<file path="src/rtl/core/sgvs_pkg.sv">
// Shared types and constants of the slice gap volume splitter.
// No dependencies; imported by the testbench and by every module and interface file but the checker.
`timescale 1ns / 1ps
`default_nettype none

package sgvs_pkg;

  localparam int unsigned POSITION_FRACTION_BITS  = 16;
  localparam int unsigned DIRECTION_FRACTION_BITS = 14;

  localparam int unsigned POS_W       = 32;
  localparam int unsigned DIR_W       = 16;
  localparam int unsigned SLICE_POS_W = 40;
  localparam int unsigned SPACING_W   = 41;
  localparam int unsigned COUNT_W     = 16;
  localparam int unsigned TOL_W       = 24;

  localparam int unsigned QUEUE_DEPTH = 8;

  // Roughly 0.01 mm at the position scaling, rounded to nearest.
  localparam logic [TOL_W-1:0] GAP_TOLERANCE_RESET =
    TOL_W'(((64'd1 << POSITION_FRACTION_BITS) + 64'd50) / 64'd100);

  typedef logic signed [POS_W-1:0]       pos_t;
  typedef logic signed [DIR_W-1:0]       dir_t;
  typedef logic signed [SLICE_POS_W-1:0] slice_pos_t;
  typedef logic [COUNT_W-1:0]            count_t;
  typedef logic [TOL_W-1:0]              tol_t;

  typedef struct packed {
    logic       new_volume;
    count_t     slice_number;
    count_t     volume_index;
    slice_pos_t slice_position;
  } result_t;

endpackage

`default_nettype wire

</file>
<file path="src/rtl/core/sgvs_queue.sv">
// Short first-in first-out queue of projections between front and back end.
// Register array with combinational head; depends on sgvs_pkg.
`timescale 1ns / 1ps
`default_nettype none

module sgvs_queue #(
  parameter int unsigned DEPTH = sgvs_pkg::QUEUE_DEPTH
) (
  input  wire logic                 clk_i,
  input  wire logic                 rst_ni,
  input  wire logic                 push_i,
  input  wire sgvs_pkg::slice_pos_t push_data_i,
  input  wire logic                 pop_i,
  output logic                      not_empty_o,
  output sgvs_pkg::slice_pos_t      head_o
);
  import sgvs_pkg::*;

  localparam int unsigned AW = (DEPTH > 1) ? $clog2(DEPTH) : 1;
  localparam int unsigned CW = $clog2(DEPTH + 1);

  slice_pos_t    mem_q [DEPTH];
  logic [AW-1:0] wr_ptr_q, rd_ptr_q;
  logic [CW-1:0] cnt_q;

  function automatic logic [AW-1:0] wrap_inc(input logic [AW-1:0] ptr);
    logic [AW-1:0] nxt;
    nxt = (ptr == AW'(DEPTH - 1)) ? '0 : ptr + AW'(1);
    return nxt;
  endfunction

  always_ff @(posedge clk_i or negedge rst_ni) begin
    if (!rst_ni) begin
      wr_ptr_q <= '0;
      rd_ptr_q <= '0;
      cnt_q    <= '0;
    end else begin
      if (push_i) begin
        wr_ptr_q <= wrap_inc(wr_ptr_q);
      end
      if (pop_i) begin
        rd_ptr_q <= wrap_inc(rd_ptr_q);
      end
      if (push_i && !pop_i) begin
        cnt_q <= cnt_q + CW'(1);
      end else if (!push_i && pop_i) begin
        cnt_q <= cnt_q - CW'(1);
      end
    end
  end

  // The front end's credit keeps a push from ever meeting a full queue.
  always_ff @(posedge clk_i) begin
    if (push_i) begin
      mem_q[wr_ptr_q] <= push_data_i;
    end
  end

  assign not_empty_o = (cnt_q != '0);
  assign head_o      = mem_q[rd_ptr_q];

endmodule

`default_nettype wire

</file>
<file path="config.mk">
export PLATFORM = sky130hd
export DESIGN_NAME = sgvs_queue
export DESIGN_NICKNAME = d
export VERILOG_FILES = /design/src/rtl/core/sgvs_pkg.sv /design/src/rtl/core/sgvs_queue.sv
export SDC_FILE = /design/constraint.sdc
export NUM_CORES = 1
export LEC_CHECK = 0
export BUFFER_PORTS_ARGS = -buffer_cell sky130_fd_sc_hd__buf_4
export CAP_MARGIN = 20
export CORE_ASPECT_RATIO = 1.75
export CORE_UTILIZATION = 60
export CTS_CLUSTER_DIAMETER = 80
export CTS_CLUSTER_SIZE = 24
export DETAILED_ROUTE_END_ITERATION = 10
export HOLD_SLACK_MARGIN = 0.02
export PLACE_DENSITY = 0.79
export REMOVE_ABC_BUFFERS = 1
export SLEW_MARGIN = 0
export SYNTH_ARGS = -nofsm -noshare
export SYNTH_HDL_FRONTEND = slang
export SYNTH_SLANG_ARGS = --single-unit
</file>
<file path="constraint.sdc">
create_clock -name clk_i -period 4.5 [get_ports clk_i]
set_input_delay 0.45 -clock clk_i [delete_from_list [all_inputs] [get_ports clk_i]]
set_output_delay 0.45 -clock clk_i [all_outputs]
set_load 0.1 [all_outputs]
</file>
==> flow_summary.toml, run 1 <==
[logic_synthesis]
synth_most_common_cell = "edfxtp_1"
post-synth-top-area-fraction = 0.744
synth.top_cells.by_count = "edfxtp_1 (320), mux4_1 (69), mux2_2 (45), clkbuf_1 (13), mux4_2 (11)"
ys_seq_area_frac = 0.763
synthCells = 528
synth_edf_count = 320
synthFlopType = "edfxtp_1"
synth_area_mm2 = 0.0129
synth.avg_cell_area_um2 = 24.5
yosysWarnings = 0
ys_top_cells_by_area = "edfxtp_1 (74%), mux4_1 (14%), mux2_2 (3.9%), dfrtp_1 (1.9%), mux4_2 (1.9%)"
synth_cell_types = 26
synthArstFlopShare = 0.0303
yosysTopAreaCell = "edfxtp_1"
synth-seq-cells = 330

[setup_path]
critPathMaxFanout = 28
crit_required_ns = 4.05
crit_top_cell = "buf_4"
critPathKind = "reg2out"
cp.arrival_ns = 2.83
critPathMaxStageDelay_ns = 0.73
cp_cell_sequence = "buf_4 > mux4_1 > mux2_2 > buf_4"
start_kind = "flop"
endpoint_kind = "output port"
slowest_stage = "dfrtp_4"

[cts]
cts_buffers = 17
clk_transition_reported_paths_ns = 0.09
clk_latency_ns = 0.50
ctsHtreeMaxLevel = 1
clk_path_buf_depth = 3
clock_sinks = 330
clockRootBuffer = "clkbuf_16"
cts_tree = "yes"
cts-resized-gates = 0

[cells_and_area]
area_delta_synth_final_pct = 11.1
nets = 674
final_layout_size_suffix_gt1_frac = 0.293
multi_input_area_mm2 = 0.00294
regArea_mm2 = 0.00987
fillers = 1265
diodes = 0

[route]
antenna_left = 0
wl_per_cell_um = 26.5
drc = 0
vias = 5623
routed_wl_um = 23300
dr.pass1.iters = 5
drt-vias-per-instance = 6.39
first_iter_violations = 388

[global_route]
grt_util_all_layers = 0.219
gr-total-overflow = 0
grt_max_degree = 83
grt_pass1_wl_um = 34900
antenna_found_initial = 0
grt_pass1_vias = 5978

[timing]
fin_crit_sh = 0.728
max_slew_margin = 0.289
rsz0062_at_grt = "no"
finalSetupViolations = 0
fin_skew_ns = 0.0134
tightestPinTransition_ns = 1.07
hold_viol = 0
fin_setup_tns_ns = 0
fmax_mhz = 305
period_minus_slack_ns = 3.28
maxSlewViolCount = 0

[outcome]
outcome = "finished, final reports clean"

[floorplanning]
die_h_um = 196
rows = 70
ios = 85
core_mm2 = 0.0210
die-area_mm2 = 0.0221
die_w_um = 113
initial_core_util = 0.615

[worst_hold_path]
worstHoldPathType = "in2reg"

[place]
gp_congestion = 0.689
io_buffers = 84
dp_hpwl_um = 13400

[flow_run]
cap_violations = 0
## worst paths after layout
check	start	slack [ns]	depth (start not counted)	endpoint
max	rd_ptr_q[0]$_DFFE_PN0P_	1.22	4	head_o[1]
min	push_data_i[22]	0.17	1	mem_q[1][22]$_DFFE_PP_
max reg2reg	wr_ptr_q[2]$_DFFE_PN0P_	2.18	3	mem_q[2][7]$_DFFE_PP_
min reg2reg	cnt_q[2]$_DFFE_PN0P_	0.55	2	cnt_q[2]$_DFFE_PN0P_
max in group asynchronous	rst_ni	4.03	2	rd_ptr_q[1]$_DFFE_PN0P_
min in group asynchronous	rst_ni	0.31	2	cnt_q[3]$_DFFE_PN0P_
## worst max-delay path: cells and delay by family, from the launching register on
| family | cells | cell delay, ns |
|---|---|---|
| flops | 1 | 0.73 |
| mux | 2 | 0.92 |
| buf+inv | 2 | 0.65 |
## per-layer routing
metal,track usage,part of all wire,up-vias,wire length [um]
met5,0,0,-,0
met4,0.0682,0.020,0,456
met3,0.0290,0.052,34,1210
met2,0.393,0.55,167,12900
met1,0.279,0.37,2956,8730
li1,-,-,2466,-
## sequential cells by signal (all words and copies together), names as in the netlist
signal / count
cnt_q: 4
mem_q: 320
rd_ptr_q: 3
wr_ptr_q: 3
## layout by cell type, fill, tap and decap left out
cell	instances
edfxtp_1	320
buf_4	98
mux4_1	69
mux2_2	45
clkbuf_16	17
mux4_2	11
ha_1	7
dfrtp_1	7
nor2_4	6
clkbuf_1	6
nand2_1	5
inv_1	4
o21ai_0	3
nand3b_1	3
nand2b_1	2
nor3_2	2
or4_1	2
xnor2_1	2
nor2_1	2
a21oi_1	2
o211ai_1	2
nand3_1	2
dfrtp_4	2
or3_1	1
mux2i_1	1
a2111o_1	1
nor3_1	1
fa_1	1
inv_6	1
clkinv_4	1
dlygate4sd3_1	1
dfrtp_2	1
## metrics by stage
| step | instance area, um^2 | util | setup slack [ns] | std cells | hold WS, ns |
|---|---|---|---|---|---|
| after floorplan | 12800 | - | 0.420 | 504 | 0.154 |
| after detailed placement | 13900 | 0.660 | 1.71 | 854 | 0.290 |
| after CTS | 14300 | 0.683 | 1.16 | 880 | 0.150 |
| final | 14300 | 0.683 | 1.22 | 880 | 0.167 |
| after global routing | 14300 | 0.683 | 1.11 | 880 | 0.154 |
| after global placement | 13900 | 0.660 | 1.79 | 854 | 0.288 |
## logic make-up (layout without fill, tap and decap cells)
| kind of cell | after synthesis | count (layout) | synth area share |
|---|---|---|---|
| compound gates | 8 | 8 | 0.00397 |
| xor+xnor | 2 | 2 | 0.00136 |
| fa+ha+maj | 8 | 8 | 0.00833 |
| buf+inv | 28 | 128 | 0.0135 |
| flops | 330 | 330 | 0.763 |
| mux | 126 | 126 | 0.200 |
| simple gates | 26 | 26 | 0.0101 |
## area by class of cell
cell class	instances	share of cell area
flip-flops and latches	330	0.688
multi-input cells	170	0.205
repair buffers	99	0.0520
clock buffers	23	0.0312
well taps	252	0.0220
clock inverters	2	0.00122
inverters	4	0.00105
## what timing repair did
item                      4_1_cts  5_1_grt
hold endpoints to repair       10        0
setup buffers                   0        0
hold buffers                    1        0
Power of run 1 is not shown: default switching activity piles up to over one toggle a cycle in this logic, so the estimate is an artifact.
==> run 2, diff against run 1 <==
- ABC_AREA: default -> 1
- CORE_UTILIZATION: 60 -> 55
- PLACE_DENSITY: 0.79 -> 0.76
- clock period: 4.5 -> 2.8 ns (I/O delays scaled with it)
==> flow_summary.toml, run 2 <==
[logic_synthesis]
synthCells = 1461
post-synth-top-area-fraction = 0.670
synth_fa_ha_area_frac = 0.00750
yosysWarnings = 0
synth_compound_area_frac = 0.00279
ys_top_cells_by_area = "edfxtp_1 (67%), nand2_1 (14%), nor2_1 (8.7%), inv_1 (4.5%), dfrtp_1 (1.7%)"
synth_mux_area_frac = 0
synth.top_cells.by_count = "nand2_1 (542), nor2_1 (331), edfxtp_1 (320), inv_1 (171), buf_2 (29)"
synth_most_common_cell = "nand2_1"
synth_area_mm2 = 0.0144
synthFlopType = "edfxtp_1"
synthSimpleGateAreaFrac = 0.230
ys_seq_area_frac = 0.687
synth_top_family_by_area = "simple AND/OR/NAND/NOR gates"
synth-seq-cells = 330
synthArstFlopShare = 0.0303
synth_edf_count = 320
yosysTopAreaCell = "edfxtp_1"
synth_cell_types = 18
synthXorXnorAreaFrac = 0.00122
synth.avg_cell_area_um2 = 9.82

[cells_and_area]
finish.utilization = 0.640
final_layout_size_suffix_gt1_frac = 0.0843
nets = 1613
final_common_cell = "nand2_1"
diodes = 0
top_register = "mem_q"
largestRegisters = "mem_q x320, cnt_q x4"
area_delta_synth_final_pct = 13.3
final_cell_mix = "nand2_1 (542), nor2_1 (323), edfxtp_1 (320)"
largest_reg_flops = 320

[setup_path]
endpoint_kind = "output port"
start_kind = "flop"
critPathKind = "reg2out"
cp.arrival_ns = 2.40
crit_required_ns = 2.52
rr_worst_depth = 6
critPathMaxFanout = 38

[cts]
clock_sinks = 330
clockRootBuffer = "clkbuf_16"
cts_buffers = 17
clk_path_buf_depth = 3
ctsHtreeMaxLevel = 1
cts-resized-gates = 0
clk_latency_ns = 0.51
post_cts_buffers = 0
clk_transition_reported_paths_ns = 0.10
cts_tree = "yes"

[global_route]
grt_util_all_layers = 0.222
grt_max_degree = 140
antenna_found_initial = 0
grt_pass1_vias = 9174
grt_pass1_wl_um = 45400
gr-total-overflow = 0

[timing]
final.setup.worst_slack_ns = 0.118
fmax_mhz = 373
fin_skew_ns = 0.0139
hold_ws_ns = 0.139
hold_viol = 0
fin_crit_sh = 0.958
maxSlewViolCount = 0
period_minus_slack_ns = 2.68
rsz0062_at_grt = "no"
tightestPinTransition_ns = 0.662
finalSetupViolations = 0
max_slew_margin = 0.559

[route]
drc = 0
vias = 9456
wl_per_cell_um = 15.2
drt-vias-per-instance = 5.03
dr.pass1.iters = 5
routed_wl_um = 28500
first_iter_violations = 791
antenna_left = 0

[floorplanning]
rows = 77
die_h_um = 216
initial_core_util = 0.564
ios = 85
core_mm2 = 0.0254
die_w_um = 124
die-area_mm2 = 0.0268

[place]
pre_cts_ws_ns = 0.700
gp_congestion = 0.719
io_buffers = 84
dp_hpwl_um = 15100

[pwr]
cellLeakagePower_nw = 7.06
vdd_drop_max_mv = 1.05
p_per_area_mw_per_mm2 = 1070

[flow_run]
cap_violations = 0

[worst_hold_path]
worstHoldPathType = "in2async"

[outcome]
outcome = "finished, final reports clean"
-- run 2: cells by family after synthesis --
kind of cell / Yosys count
xor gates and xnor gates: 2
AOI/OAI and AO/OA: 8
buffers and inverters: 234
and+or+nand+nor: 879
adders and majority gates: 8
DFF: 330
-- run 2: per-stage QoR --
step / std cells / setup TNS [ns] / cell area [um^2] / power, mW
global placement: 1815 / 0 / 15400 / 14.8
global route: 1881 / 0 / 16300 / 18.4
floorplan: 1399 / -158.30 / 14000 / 13.0
CTS: 1881 / 0 / 16300 / 17.6
finish: 1881 / 0 / 16300 / 17.4
detailed placement: 1815 / 0 / 15400 / 15.0
-- run 2: critical path, stage by stage (launching register included) --
cell and delay, ns:
dfrtp_4 0.45, clkinv_2 0.32, buf_12 0.32, nor2_1 0.18, nand2_1 0.09, nand2_1 0.08
nand2_1 0.06, nand2_1 0.08, buf_4 0.29
-- run 2: report_power, final --
group          total, mW  switching (mW)  internal (mW)
clock               2.55            1.42           1.13
combinational       8.69            6.70           1.99
sequential          6.21           0.172           6.04
-- run 2: layout make-up --
class                           count  area [um^2]
Clock buffer                       22          444
Clock inverter                      1         8.76
Fill cell                        1964         9170
Inverter                          172          647
Multi-Input combinational cell    897         3530
Sequential cell                   330         9870
Tap cell                          316          395
Timing Repair Buffer              143         1370
-- run 2: routing by layer --
layer / vias up / wire (um) / global-route usage
met5: - / 0 / 0
met4: 0 / 746 / 0.0734
met3: 50 / 1260 / 0.0240
met2: 231 / 15300 / 0.398
met1: 4471 / 11200 / 0.275
li1: 4704 / - / -
-- run 2: path summary, 6_finish.rpt --
| check | start | to | slack [ns] |
|---|---|---|---|
| max in group asynchronous | rst_ni | rd_ptr_q[0]$_DFFE_PN0P_ | 2.50 |
| worst max-delay path | rd_ptr_q[1]$_DFFE_PN0P_ | head_o[30] | 0.12 |
| worst min register to register | cnt_q[2]$_DFFE_PN0P_ | cnt_q[2]$_DFFE_PN0P_ | 0.54 |
| worst min-delay path | rst_ni | rd_ptr_q[1]$_DFFE_PN0P_ | 0.14 |
| min in group clk_i | cnt_q[2]$_DFFE_PN0P_ | cnt_q[2]$_DFFE_PN0P_ | 0.54 |
| worst max register to register | rd_ptr_q[0]$_DFFE_PN0P_ | rd_ptr_q[0]$_DFFE_PN0P_ | 1.08 |
-- run 2: repair_timing --
item / CTS / global route
hold buffers: 43 / 0
hold endpoints to repair: 334 / 0
setup endpoints to repair: 0 / 0
No activity file was read; power rests on OpenSTA's default activity.
