--- src/rtl/core/sgvs_pkg.sv ---
// Shared types and constants of the slice gap volume splitter.
// No dependencies; imported by the testbench and by every module and interface file but the checker.
`timescale 1ns / 1ps
`default_nettype none

package sgvs_pkg;

  localparam int unsigned POSITION_FRACTION_BITS  = 16;
  localparam int unsigned DIRECTION_FRACTION_BITS = 14;

  localparam int unsigned POS_W       = 32;
  localparam int unsigned DIR_W       = 16;
  localparam int unsigned SLICE_POS_W = 40;
  localparam int unsigned SPACING_W   = 41;
  localparam int unsigned COUNT_W     = 16;
  localparam int unsigned TOL_W       = 24;

  localparam int unsigned QUEUE_DEPTH = 8;

  // Roughly 0.01 mm at the position scaling, rounded to nearest.
  localparam logic [TOL_W-1:0] GAP_TOLERANCE_RESET =
    TOL_W'(((64'd1 << POSITION_FRACTION_BITS) + 64'd50) / 64'd100);

  typedef logic signed [POS_W-1:0]       pos_t;
  typedef logic signed [DIR_W-1:0]       dir_t;
  typedef logic signed [SLICE_POS_W-1:0] slice_pos_t;
  typedef logic [COUNT_W-1:0]            count_t;
  typedef logic [TOL_W-1:0]              tol_t;

  typedef struct packed {
    logic       new_volume;
    count_t     slice_number;
    count_t     volume_index;
    slice_pos_t slice_position;
  } result_t;

endpackage

`default_nettype wire

--- src/rtl/core/sgvs_ifs.sv ---
// Valid/ready channel interfaces for slice beats in and result beats out.
// Depends on sgvs_pkg for the payload types.
`timescale 1ns / 1ps
`default_nettype none


interface sgvs_out_if;
  import sgvs_pkg::*;

  logic       valid;
  logic       ready;
  logic       new_volume;
  count_t     slice_number;
  count_t     volume_index;
  slice_pos_t slice_position;

  modport source (
    output valid, new_volume, slice_number, volume_index, slice_position,
    input  ready
  );
  modport sink (
    input  valid, new_volume, slice_number, volume_index, slice_position,
    output ready
  );
endinterface

`default_nettype wire

--- src/rtl/core/sgvs_back.sv ---
// Back end: spacing learning, gap test, slice and volume counters, result register.
// Holds the gap tolerance register; depends on sgvs_pkg.
`timescale 1ns / 1ps
`default_nettype none

module sgvs_back (
  input  wire logic                 clk_i,
  input  wire logic                 rst_ni,
  input  wire logic                 gap_tolerance_we_i,
  input  wire sgvs_pkg::tol_t       gap_tolerance_i,
  input  wire logic                 not_empty_i,
  input  wire sgvs_pkg::slice_pos_t head_i,
  output logic                      pop_o,
  sgvs_out_if.source                out_o
);
  import sgvs_pkg::*;

  localparam int unsigned DEV_W = SPACING_W + 1;
  localparam count_t      COUNT_MAX = '1;

  typedef logic signed [SPACING_W-1:0] spacing_t;

  tol_t        tol_q;
  logic        open_q;
  slice_pos_t  prev_q;
  spacing_t    learned_q, learned_d;
  count_t      slice_q, vol_q;
  logic        out_valid_q;
  result_t     res_q, res_d;

  spacing_t               spacing;
  logic                   learn;
  logic signed [DEV_W-1:0] dev;
  logic [DEV_W-1:0]       dev_mag;
  logic                   start;

  assign pop_o = not_empty_i && (!out_valid_q || out_o.ready);

  always_comb begin
    spacing   = SPACING_W'(head_i) - SPACING_W'(prev_q);
    learn     = open_q && (learned_q == '0);
    learned_d = learn ? spacing : learned_q;
    dev       = DEV_W'(spacing) - DEV_W'(learned_d);
    dev_mag   = dev[DEV_W-1] ? DEV_W'(-dev) : DEV_W'(dev);
    start     = !open_q || (dev_mag > DEV_W'(tol_q));

    res_d.new_volume     = start;
    res_d.slice_number   = start ? '0 : slice_q;
    res_d.volume_index   = (start && open_q && (vol_q != COUNT_MAX)) ?
                           vol_q + COUNT_W'(1) : vol_q;
    res_d.slice_position = head_i;
  end

  always_ff @(posedge clk_i or negedge rst_ni) begin
    if (!rst_ni) begin
      tol_q       <= GAP_TOLERANCE_RESET;
      open_q      <= 1'b0;
      prev_q      <= '0;
      learned_q   <= '0;
      slice_q     <= '0;
      vol_q       <= '0;
      out_valid_q <= 1'b0;
    end else begin
      if (gap_tolerance_we_i) begin
        tol_q <= gap_tolerance_i;
      end
      if (pop_o) begin
        open_q    <= 1'b1;
        prev_q    <= head_i;
        learned_q <= learned_d;
        vol_q     <= res_d.volume_index;
        slice_q   <= (res_d.slice_number == COUNT_MAX) ?
                     COUNT_MAX : res_d.slice_number + COUNT_W'(1);
      end
      if (pop_o) begin
        out_valid_q <= 1'b1;
      end else if (out_o.ready) begin
        out_valid_q <= 1'b0;
      end
    end
  end

  always_ff @(posedge clk_i) begin
    if (pop_o) begin
      res_q <= res_d;
    end
  end

  assign out_o.valid          = out_valid_q;
  assign out_o.new_volume     = res_q.new_volume;
  assign out_o.slice_number   = res_q.slice_number;
  assign out_o.volume_index   = res_q.volume_index;
  assign out_o.slice_position = res_q.slice_position;

endmodule

`default_nettype wire

--- src/flat_wrapper.sv ---
// flat-port wrapper written by rule: the top's interface ports become plain ports
module sgvs_back_flat import sgvs_pkg::*;
  (clk_i, rst_ni, gap_tolerance_we_i, gap_tolerance_i, not_empty_i, head_i, pop_o, out_o_valid, out_o_new_volume, out_o_slice_number, out_o_volume_index, out_o_slice_position, out_o_ready);
  sgvs_out_if out_o_i ();
  input  wire logic clk_i;
  input  wire logic rst_ni;
  input  wire logic gap_tolerance_we_i;
  input  wire sgvs_pkg::tol_t gap_tolerance_i;
  input  wire logic not_empty_i;
  input  wire sgvs_pkg::slice_pos_t head_i;
  output logic pop_o;
  output wire logic [$bits(out_o_i.valid)-1:0] out_o_valid;
  output wire logic [$bits(out_o_i.new_volume)-1:0] out_o_new_volume;
  output wire logic [$bits(out_o_i.slice_number)-1:0] out_o_slice_number;
  output wire logic [$bits(out_o_i.volume_index)-1:0] out_o_volume_index;
  output wire logic [$bits(out_o_i.slice_position)-1:0] out_o_slice_position;
  input wire logic [$bits(out_o_i.ready)-1:0] out_o_ready;
  assign out_o_valid = out_o_i.valid;
  assign out_o_new_volume = out_o_i.new_volume;
  assign out_o_slice_number = out_o_i.slice_number;
  assign out_o_volume_index = out_o_i.volume_index;
  assign out_o_slice_position = out_o_i.slice_position;
  assign out_o_i.ready = out_o_ready;
  sgvs_back u_core (.clk_i(clk_i), .rst_ni(rst_ni), .gap_tolerance_we_i(gap_tolerance_we_i), .gap_tolerance_i(gap_tolerance_i), .not_empty_i(not_empty_i), .head_i(head_i), .pop_o(pop_o), .out_o(out_o_i));
endmodule
--- config.mk ---
export PLATFORM = sky130hd
export DESIGN_NAME = sgvs_back_flat
export DESIGN_NICKNAME = d
export VERILOG_FILES = /design/src/rtl/core/sgvs_pkg.sv /design/src/rtl/core/sgvs_ifs.sv /design/src/rtl/core/sgvs_back.sv /design/src/flat_wrapper.sv
export SDC_FILE = /design/constraint.sdc
export NUM_CORES = 1
export LEC_CHECK = 0
export BUFFER_PORTS_ARGS = -buffer_cell sky130_fd_sc_hd__buf_2
export CAP_MARGIN = 20
export CORE_MARGIN = 5
export CORE_UTILIZATION = 60
export CTS_CLUSTER_SIZE = 28
export DETAILED_ROUTE_END_ITERATION = 8
export GPL_ROUTABILITY_DRIVEN = 0
export PLACE_DENSITY = 0.8
export SYNTH_ARGS = -nofsm -noshare
export SYNTH_HDL_FRONTEND = slang
export SYNTH_SLANG_ARGS = --single-unit
--- constraint.sdc ---
create_clock -name clk_i -period 11.4 [get_ports clk_i]
set_input_delay 0 -clock clk_i [delete_from_list [all_inputs] [get_ports clk_i]]
set_output_delay 0 -clock clk_i [all_outputs]
set_load 0.05 [all_outputs]
==> impl_metrics.yaml, run 1 <==
job:
  maxCapViolations: 0
floorplanning:
  fp.coreArea_sq_um: 27600
  die_w_um: 177
  rows: 61
  fp.dieArea_sq_um: 31300
  initial_utilization_pct: 60.6
  die_h_um: 177
  io-pin-count: 144
sta:
  whs_ns: 0.0247
  hold_viol: 0
  period_minus_slack_ns: 10.47
  fin_ws_ns: 0.930
  drv_slew: 0
  fmax_ghz: 0.0955
  skew_ns: 0.0216
  rsz0062_at_grt: "false"
  maxSlewHeadroom_pct: 33.0
  report.final.setup_viol: 0
  fin_setup_tns_ns: 0
  fin_crit_sh_pct: 91.8
  tightest_slew_ns: 0.992
detailed_routing:
  drtIter0Drc: 1699
  drt-pass1-iter-count: 6
  vias_per_cell: 6.23
  wl_um: 44200
  wire_per_inst_um: 17.8
  antenna_left: 0
  vias: 15500
  route.detailed.drc: 0
global_routing:
  grt_pass1_wl_um: 72400
  gr-total-overflow: 0
  grt_use_total_pct: 27.5
  grt_max_degree: 105
  grt_pass1_vias: 14900
  antenna_found_initial: 0
clocking:
  clk_pin_slew_ns: 0.06
  tritoncts: "built"
  worstSkewPairLatency_ns: 0.54
  root_buffer: "clkbuf_16"
  cts_made_buffers: 24
  ctsHtreeMaxLevel: 1
  cts_sinks: 212
  clockBufferDepth: 3
worst_setup_path:
  cp_data_required_time_ns: 11.85
  critPathLaunchType: "register"
  end_kind: "register"
  critPathMaxFanout: 10
  slowest_stage: "fa_1"
  r2r_start: "u_core.prev_q[0]$_DFFE_PN0P_"
  cp-endpoint: "u_core.slice_q[6]$_DFFE_PN0P_"
  cpMostUsedCell: "o21a_1"
  worstPathArrival_ns: 10.92
  reg2reg_slack_ns: 0.93
  slowest_delay_ns: 0.42
  crit_type: "reg -> reg"
  reg2reg_to: "u_core.slice_q[6]$_DFFE_PN0P_"
  startpoint: "u_core.prev_q[0]$_DFFE_PN0P_"
  reg2reg_depth: 48
placement:
  dpl_worst_slack_ns: 0.132
  placed_area_sq_um: 17600
  place_hpwl_um: 32800
  place.port_buffers: 143
  dp.cells: 2376
yosys:
  ys_ff_latch: 212
  synth_edf_count: 73
  synth_nets: 2091
  yosys.cell_types.count: 119
  ys.flop_type: "dfrtp_1"
  synth_area_sq_um: 16700
  async_reset_ff_share_pct: 65.6
  synth.avg_cell_area_sq_um: 8.68
  yosys_warnings: 0
  ys_seq_area_share_pct: 33.9
  synth_cells: 1928
worst_hold_path:
  hold_path.class: "in -> reg"
outcome:
  run_status: "finished clean"
power_and_ir_drop:
  power_frac_clock_pct: 20.2
  p_switching_mw: 1.66
  power_density_nw_per_um2: 198
  total_power_mw: 3.77
  power_frac_comb_pct: 56.4
  netSwitchingFraction_pct: 44.0
  p_seq_share_pct: 23.4
  max-vdd-ir-drop_mv: 0.140
  cell_internal_pwr_mw: 2.11
  cellLeakagePower_nw: 8.01
layout:
  final_common_cell: "nand2_1"
  final_area_sq_um: 19100
  drive_gt1_share_pct: 13.9
  antenna_cells: 0
  stdcell_count: 2488
  fin_util_pct: 69.1
  final_cell_mix: "nand2_1, o21ai_0, buf_2"
  fin_nets: 2255
  syn_to_final_growth_pct: 14.1
[layer usage]
layer,GRT usage (%),wire length (um),up-vias
li1,-,-,7490
met3,3.87,2960,107
met4,10.2,1630,0
met1,37.4,19500,7289
met2,45.1,20200,605
met5,0,0,-
[worst min path at each step]
stage / slack (ns) / end / cells past startpoint / startpoint
floorplan: -0.30 / u_core.learned_q[0]$_DFFE_PN0P_ / 0 / rst_ni
global placement: 0.12 / u_core.prev_q[7]$_DFFE_PN0P_ / 1 / rst_ni
detailed placement: 0.12 / u_core.prev_q[9]$_DFFE_PN0P_ / 1 / rst_ni
CTS: 0.02 / u_core.tol_q[7]$_DFFE_PN1P_ / 3 / gap_tolerance_we_i
global route: 0.09 / u_core.tol_q[3]$_DFFE_PN1P_ / 3 / gap_tolerance_we_i
finish: 0.02 / u_core.tol_q[7]$_DFFE_PN1P_ / 3 / gap_tolerance_we_i
[registers in the layout (all words and copies together) (netlist names)]
name                         count
u_core.learned_q                41
u_core.out_o.slice_position     40
u_core.prev_q                   40
u_core.tol_q                    24
u_core.out_o.slice_number       16
u_core.out_o.volume_index       16
u_core.slice_q                  16
u_core.vol_q                    16
u_core.open_q                    1
u_core.out_o.new_volume          1
u_core.out_o.valid               1
[synthesized netlist by cell type (all sizes together), types with 11 or more instances]
cell	instances	area share, %
nand2	213	4.8
o21ai	184	5.6
a21oi	146	4.6
dfrtp	133	20
inv	98	2.2
nor2	97	2.2
ha	92	6.9
edfxtp	73	13
xnor2	58	3.0
nand3	55	1.7
nor3	49	1.6
clkbuf	47	1.1
xor2	47	2.5
nand4	38	1.5
nor4	38	1.9
and2	36	1.3
buf	36	1.3
a21o	32	1.5
nand2b	28	1.0
and3	27	1.0
o21a	27	1.2
or3	26	1.1
o211ai	24	1.2
nor3b	22	1.0
a31oi	19	0.80
a211oi	18	1.1
o31ai	16	0.88
mux2i	15	0.90
or2	15	0.56
a211o	13	0.68
nor2b	12	0.45
mux2	11	0.74
o21bai	11	0.49
[power by group through the flow]
stage | Combinational [mW] | Sequential (mW) | Clock (mW)
after global placement | 1.99 | 0.893 | 0
final | 2.13 | 0.883 | 0.762
after detailed placement | 2.06 | 0.896 | 0
after CTS | 2.09 | 0.882 | 0.777
after floorplan | 1.57 | 0.956 | 0
after global routing | 2.35 | 0.888 | 0.811
[what timing repair did]
action | CTS | global route
setup endpoints to repair | 0 | 16
resized for setup | 0 | 6
buffers inserted | 0 | 1
hold endpoints to repair | 187 | 0
hold buffers | 67 | 0
[final cells by class]
class | instances | area (sq um)
Multi-Input combinational cell | 1534 | 10300
Fill cell | 2264 | 8530
Sequential cell | 212 | 5680
Timing Repair Buffer | 221 | 1480
Clock buffer | 34 | 691
Tap cell | 378 | 473
Inverter | 99 | 377
Clock inverter | 10 | 85.1
[cells by family after synthesis]
logic type               synth area share, %
AND/OR/NAND/NOR                         22.8
adder cells (fa/ha/maj)                 7.36
XOR/XNOR                                5.49
AO/OA/AOI/OAI                           24.2
multiplexers                            1.64
flip-flops                              33.9
buffers and inverters                   4.58
[worst max-delay path: cells and delay by family (launching register included)]
family	cells	cell delay, ns
adder cells (fa/ha/maj)	5	1.56
AND/OR/NAND/NOR	17	3.28
XOR/XNOR	1	0.22
AO/OA/AOI/OAI	24	4.80
flip-flops	1	0.38
buffers and inverters	1	0.13
Power figures use the tool's default switching activity.
==> run 2, diff against run 1 <==
--- a/config.mk
+++ b/config.mk
@@ -5,11 +5,11 @@
 export SDC_FILE = /design/constraint.sdc
 export NUM_CORES = 1
 export LEC_CHECK = 0
+export ABC_AREA = 1
 export BUFFER_PORTS_ARGS = -buffer_cell sky130_fd_sc_hd__buf_2
 export CAP_MARGIN = 20
 export CORE_MARGIN = 5
 export CORE_UTILIZATION = 60
-export CTS_CLUSTER_SIZE = 28
 export DETAILED_ROUTE_END_ITERATION = 8
 export GPL_ROUTABILITY_DRIVEN = 0
 export PLACE_DENSITY = 0.8
==> impl_metrics.yaml, run 2 <==
worst_setup_path:
  critPathMaxFanout: 44
  critPathLaunchType: "register"
  end_kind: "register"
  slowest_delay_ns: 0.64
  worstPathArrival_ns: 9.36
  critPathBufInv: 4
  slowest_stage: "dfrtp_1"
  crit_family: "simple AND/OR/NAND/NOR gates"
  cp_data_required_time_ns: 11.82
  cpMostUsedCell: "nand2_1"
  crit_type: "reg -> reg"
sta:
  drv_slew: 0
  fin_crit_sh_pct: 78.4
  fmax_ghz: 0.112
  tightest_slew_ns: 0.836
  report.final.setup_viol: 0
  skew_ns: 0.0348
  maxSlewHeadroom_pct: 44.2
  hold_viol: 0
  period_minus_slack_ns: 8.94
  rsz0062_at_grt: "false"
  fin_setup_tns_ns: 0
floorplanning:
  die_h_um: 177
  rows: 61
  initial_utilization_pct: 60.6
  io-pin-count: 144
  fp.coreArea_sq_um: 27600
  die_w_um: 177
  fp.dieArea_sq_um: 31300
global_routing:
  antenna_found_initial: 0
  grt_pass1_vias: 16200
  grt_pass1_wl_um: 73800
  grt_use_total_pct: 28.1
  gr-total-overflow: 0
  grt_max_degree: 108
clocking:
  root_buffer: "clkbuf_16"
  worstSkewPairLatency_ns: 0.54
  post_cts_resize_count: 0
  cts_made_buffers: 24
  cts_sinks: 212
  clockBufferDepth: 3
  tritoncts: "built"
  ctsHtreeMaxLevel: 1
  clk_pin_slew_ns: 0.06
layout:
  largest_reg_flops: 41
  final_cell_mix: "nand2_1, inv_1, nor2_1"
  multi_input_comb_area_sq_um: 9310
  regArea_sq_um: 5680
  drive_gt1_share_pct: 11.3
  final_common_cell: "nand2_1"
  n_fill_cell: 2334
  fin_nets: 2836
  syn_to_final_growth_pct: 15.5
  antenna_cells: 0
  regMostFlops: "u_core.learned_q"
  fin_util_pct: 70.0
yosys:
  synth_area_leaders: "dfrtp_1, nand2_1, edfxtp_1"
  yosys.cell_types.count: 53
  yosys_warnings: 0
  yosysMostFrequentCell: "nand2_1"
  synth_edf_count: 73
  synth.avg_cell_area_sq_um: 6.77
  ys_seq_area_share_pct: 33.9
  synth_cells: 2473
  synth_nets: 2636
  ys.flop_type: "dfrtp_1"
  async_reset_ff_share_pct: 65.6
  synth_area_sq_um: 16700
  ys_ff_latch: 212
  synth_top_area_cell: "dfrtp_1"
  synthTopCellsByCount: "nand2_1, inv_1, nor2_1"
  synth_top_area_share_pct: 19.9
outcome:
  run_status: "finished clean"
power_and_ir_drop:
  cellLeakagePower_nw: 10.1
  power_density_nw_per_um2: 185
  max-vdd-ir-drop_mv: 0.129
detailed_routing:
  wire_per_inst_um: 14.4
  vias_per_cell: 5.42
  antenna_left: 0
  drt-pass1-iter-count: 5
  route.detailed.drc: 0
  vias: 16600
  drtIter0Drc: 1516
  wl_um: 44300
job:
  maxCapViolations: 0
placement:
  place.port_buffers: 143
  place_hpwl_um: 33100
worst_hold_path:
  hold_path.class: "in -> reg"
run 2: cell types whose count changed after synthesis, moves of 24 or more:
cell	delta
a21o_1	-28
nand2_1	+573
nand2_2	+28
and3_1	-26
a21oi_1	-41
inv_1	+282
nand3_1	+117
and2_1	-29
nor4_1	-27
xnor2_1	-49
o21a_1	-24
nor2_1	+111
nand2b_1	-28
run 2: timing repair:
action | 4_1_cts | 5_1_grt
buffers inserted | 0 | 0
endpoints found under the hold margin | 181 | 0
hold buffers | 71 | 0
run 2: logic make-up after synthesis:
| logic type | share of synthesized area, % |
|---|---|
| multiplexers | 0.0673 |
| adder cells (fa/ha/maj) | 7.12 |
| flip-flops | 33.9 |
| AND/OR/NAND/NOR | 34.7 |
| XOR/XNOR | 3.61 |
| AO/OA/AOI/OAI | 10.1 |
| buffers and inverters | 10.5 |
run 2: metrics by stage:
stage                     total power, mW  instance area (sq um)  setup WS [ns]  hold WS [ns]  cells
after floorplan                      2.34                  16700           4.03        -0.296   2473
after global placement               2.68                  17800           3.04        0.0992   2953
after detailed placement             2.73                  17800           2.64         0.107   2953
after CTS                            3.57                  19300           2.54       0.00665   3068
after global routing                 3.89                  19300           1.61        0.0836   3069
final                                3.58                  19300           2.46        0.0455   3069
run 2: metal layers:
layer  GRT usage [%]  part of all wire [%]  vias to the layer above
met5               0                     0                        -
met4            11.4                   3.8                        0
met3            3.67                   6.8                      127
met2            50.4                    49                      619
met1            34.0                    40                     7572
li1                -                     -                     8305
run 2: tightest hold or removal path: stages:
cell	delay, ns
buf_2	0.32
nand2_1	0.13
o21ai_0	0.06
run 2: power by group:
part / switching [mW] / internal (mW)
Clock: 0.315 / 0.498
Sequential: 0.0270 / 0.862
Combinational: 1.26 / 0.622
Total: 1.60 / 1.98
run 2: worst paths after layout:
path                                            startpoint                               end  slack [ns]  cells past startpoint
setup / recovery                 u_core.open_q$_DFFE_PN0P_     u_core.slice_q[2]$_DFFE_PN0P_        2.46                     53
hold / removal                          gap_tolerance_we_i      u_core.tol_q[14]$_DFFE_PN0P_        0.05                      3
setup reg to reg                 u_core.open_q$_DFFE_PN0P_     u_core.slice_q[2]$_DFFE_PN0P_        2.46                     53
hold reg to reg            u_core.learned_q[0]$_DFFE_PN0P_   u_core.learned_q[0]$_DFFE_PN0P_        0.46                      2
max in group asynchronous                           rst_ni  u_core.learned_q[34]$_DFFE_PN0P_       10.00                      3
min in group asynchronous                           rst_ni       u_core.vol_q[6]$_DFFE_PN0P_        0.08                      2
run 2: final cells by class:
cell class | instances | area share, %
clock inverters | 7 | 0.667
multi-input cells | 1808 | 48.2
clock buffers | 37 | 3.68
well taps | 378 | 2.45
flip-flops and latches | 212 | 29.4
inverters | 408 | 7.96
repair buffers | 219 | 7.71
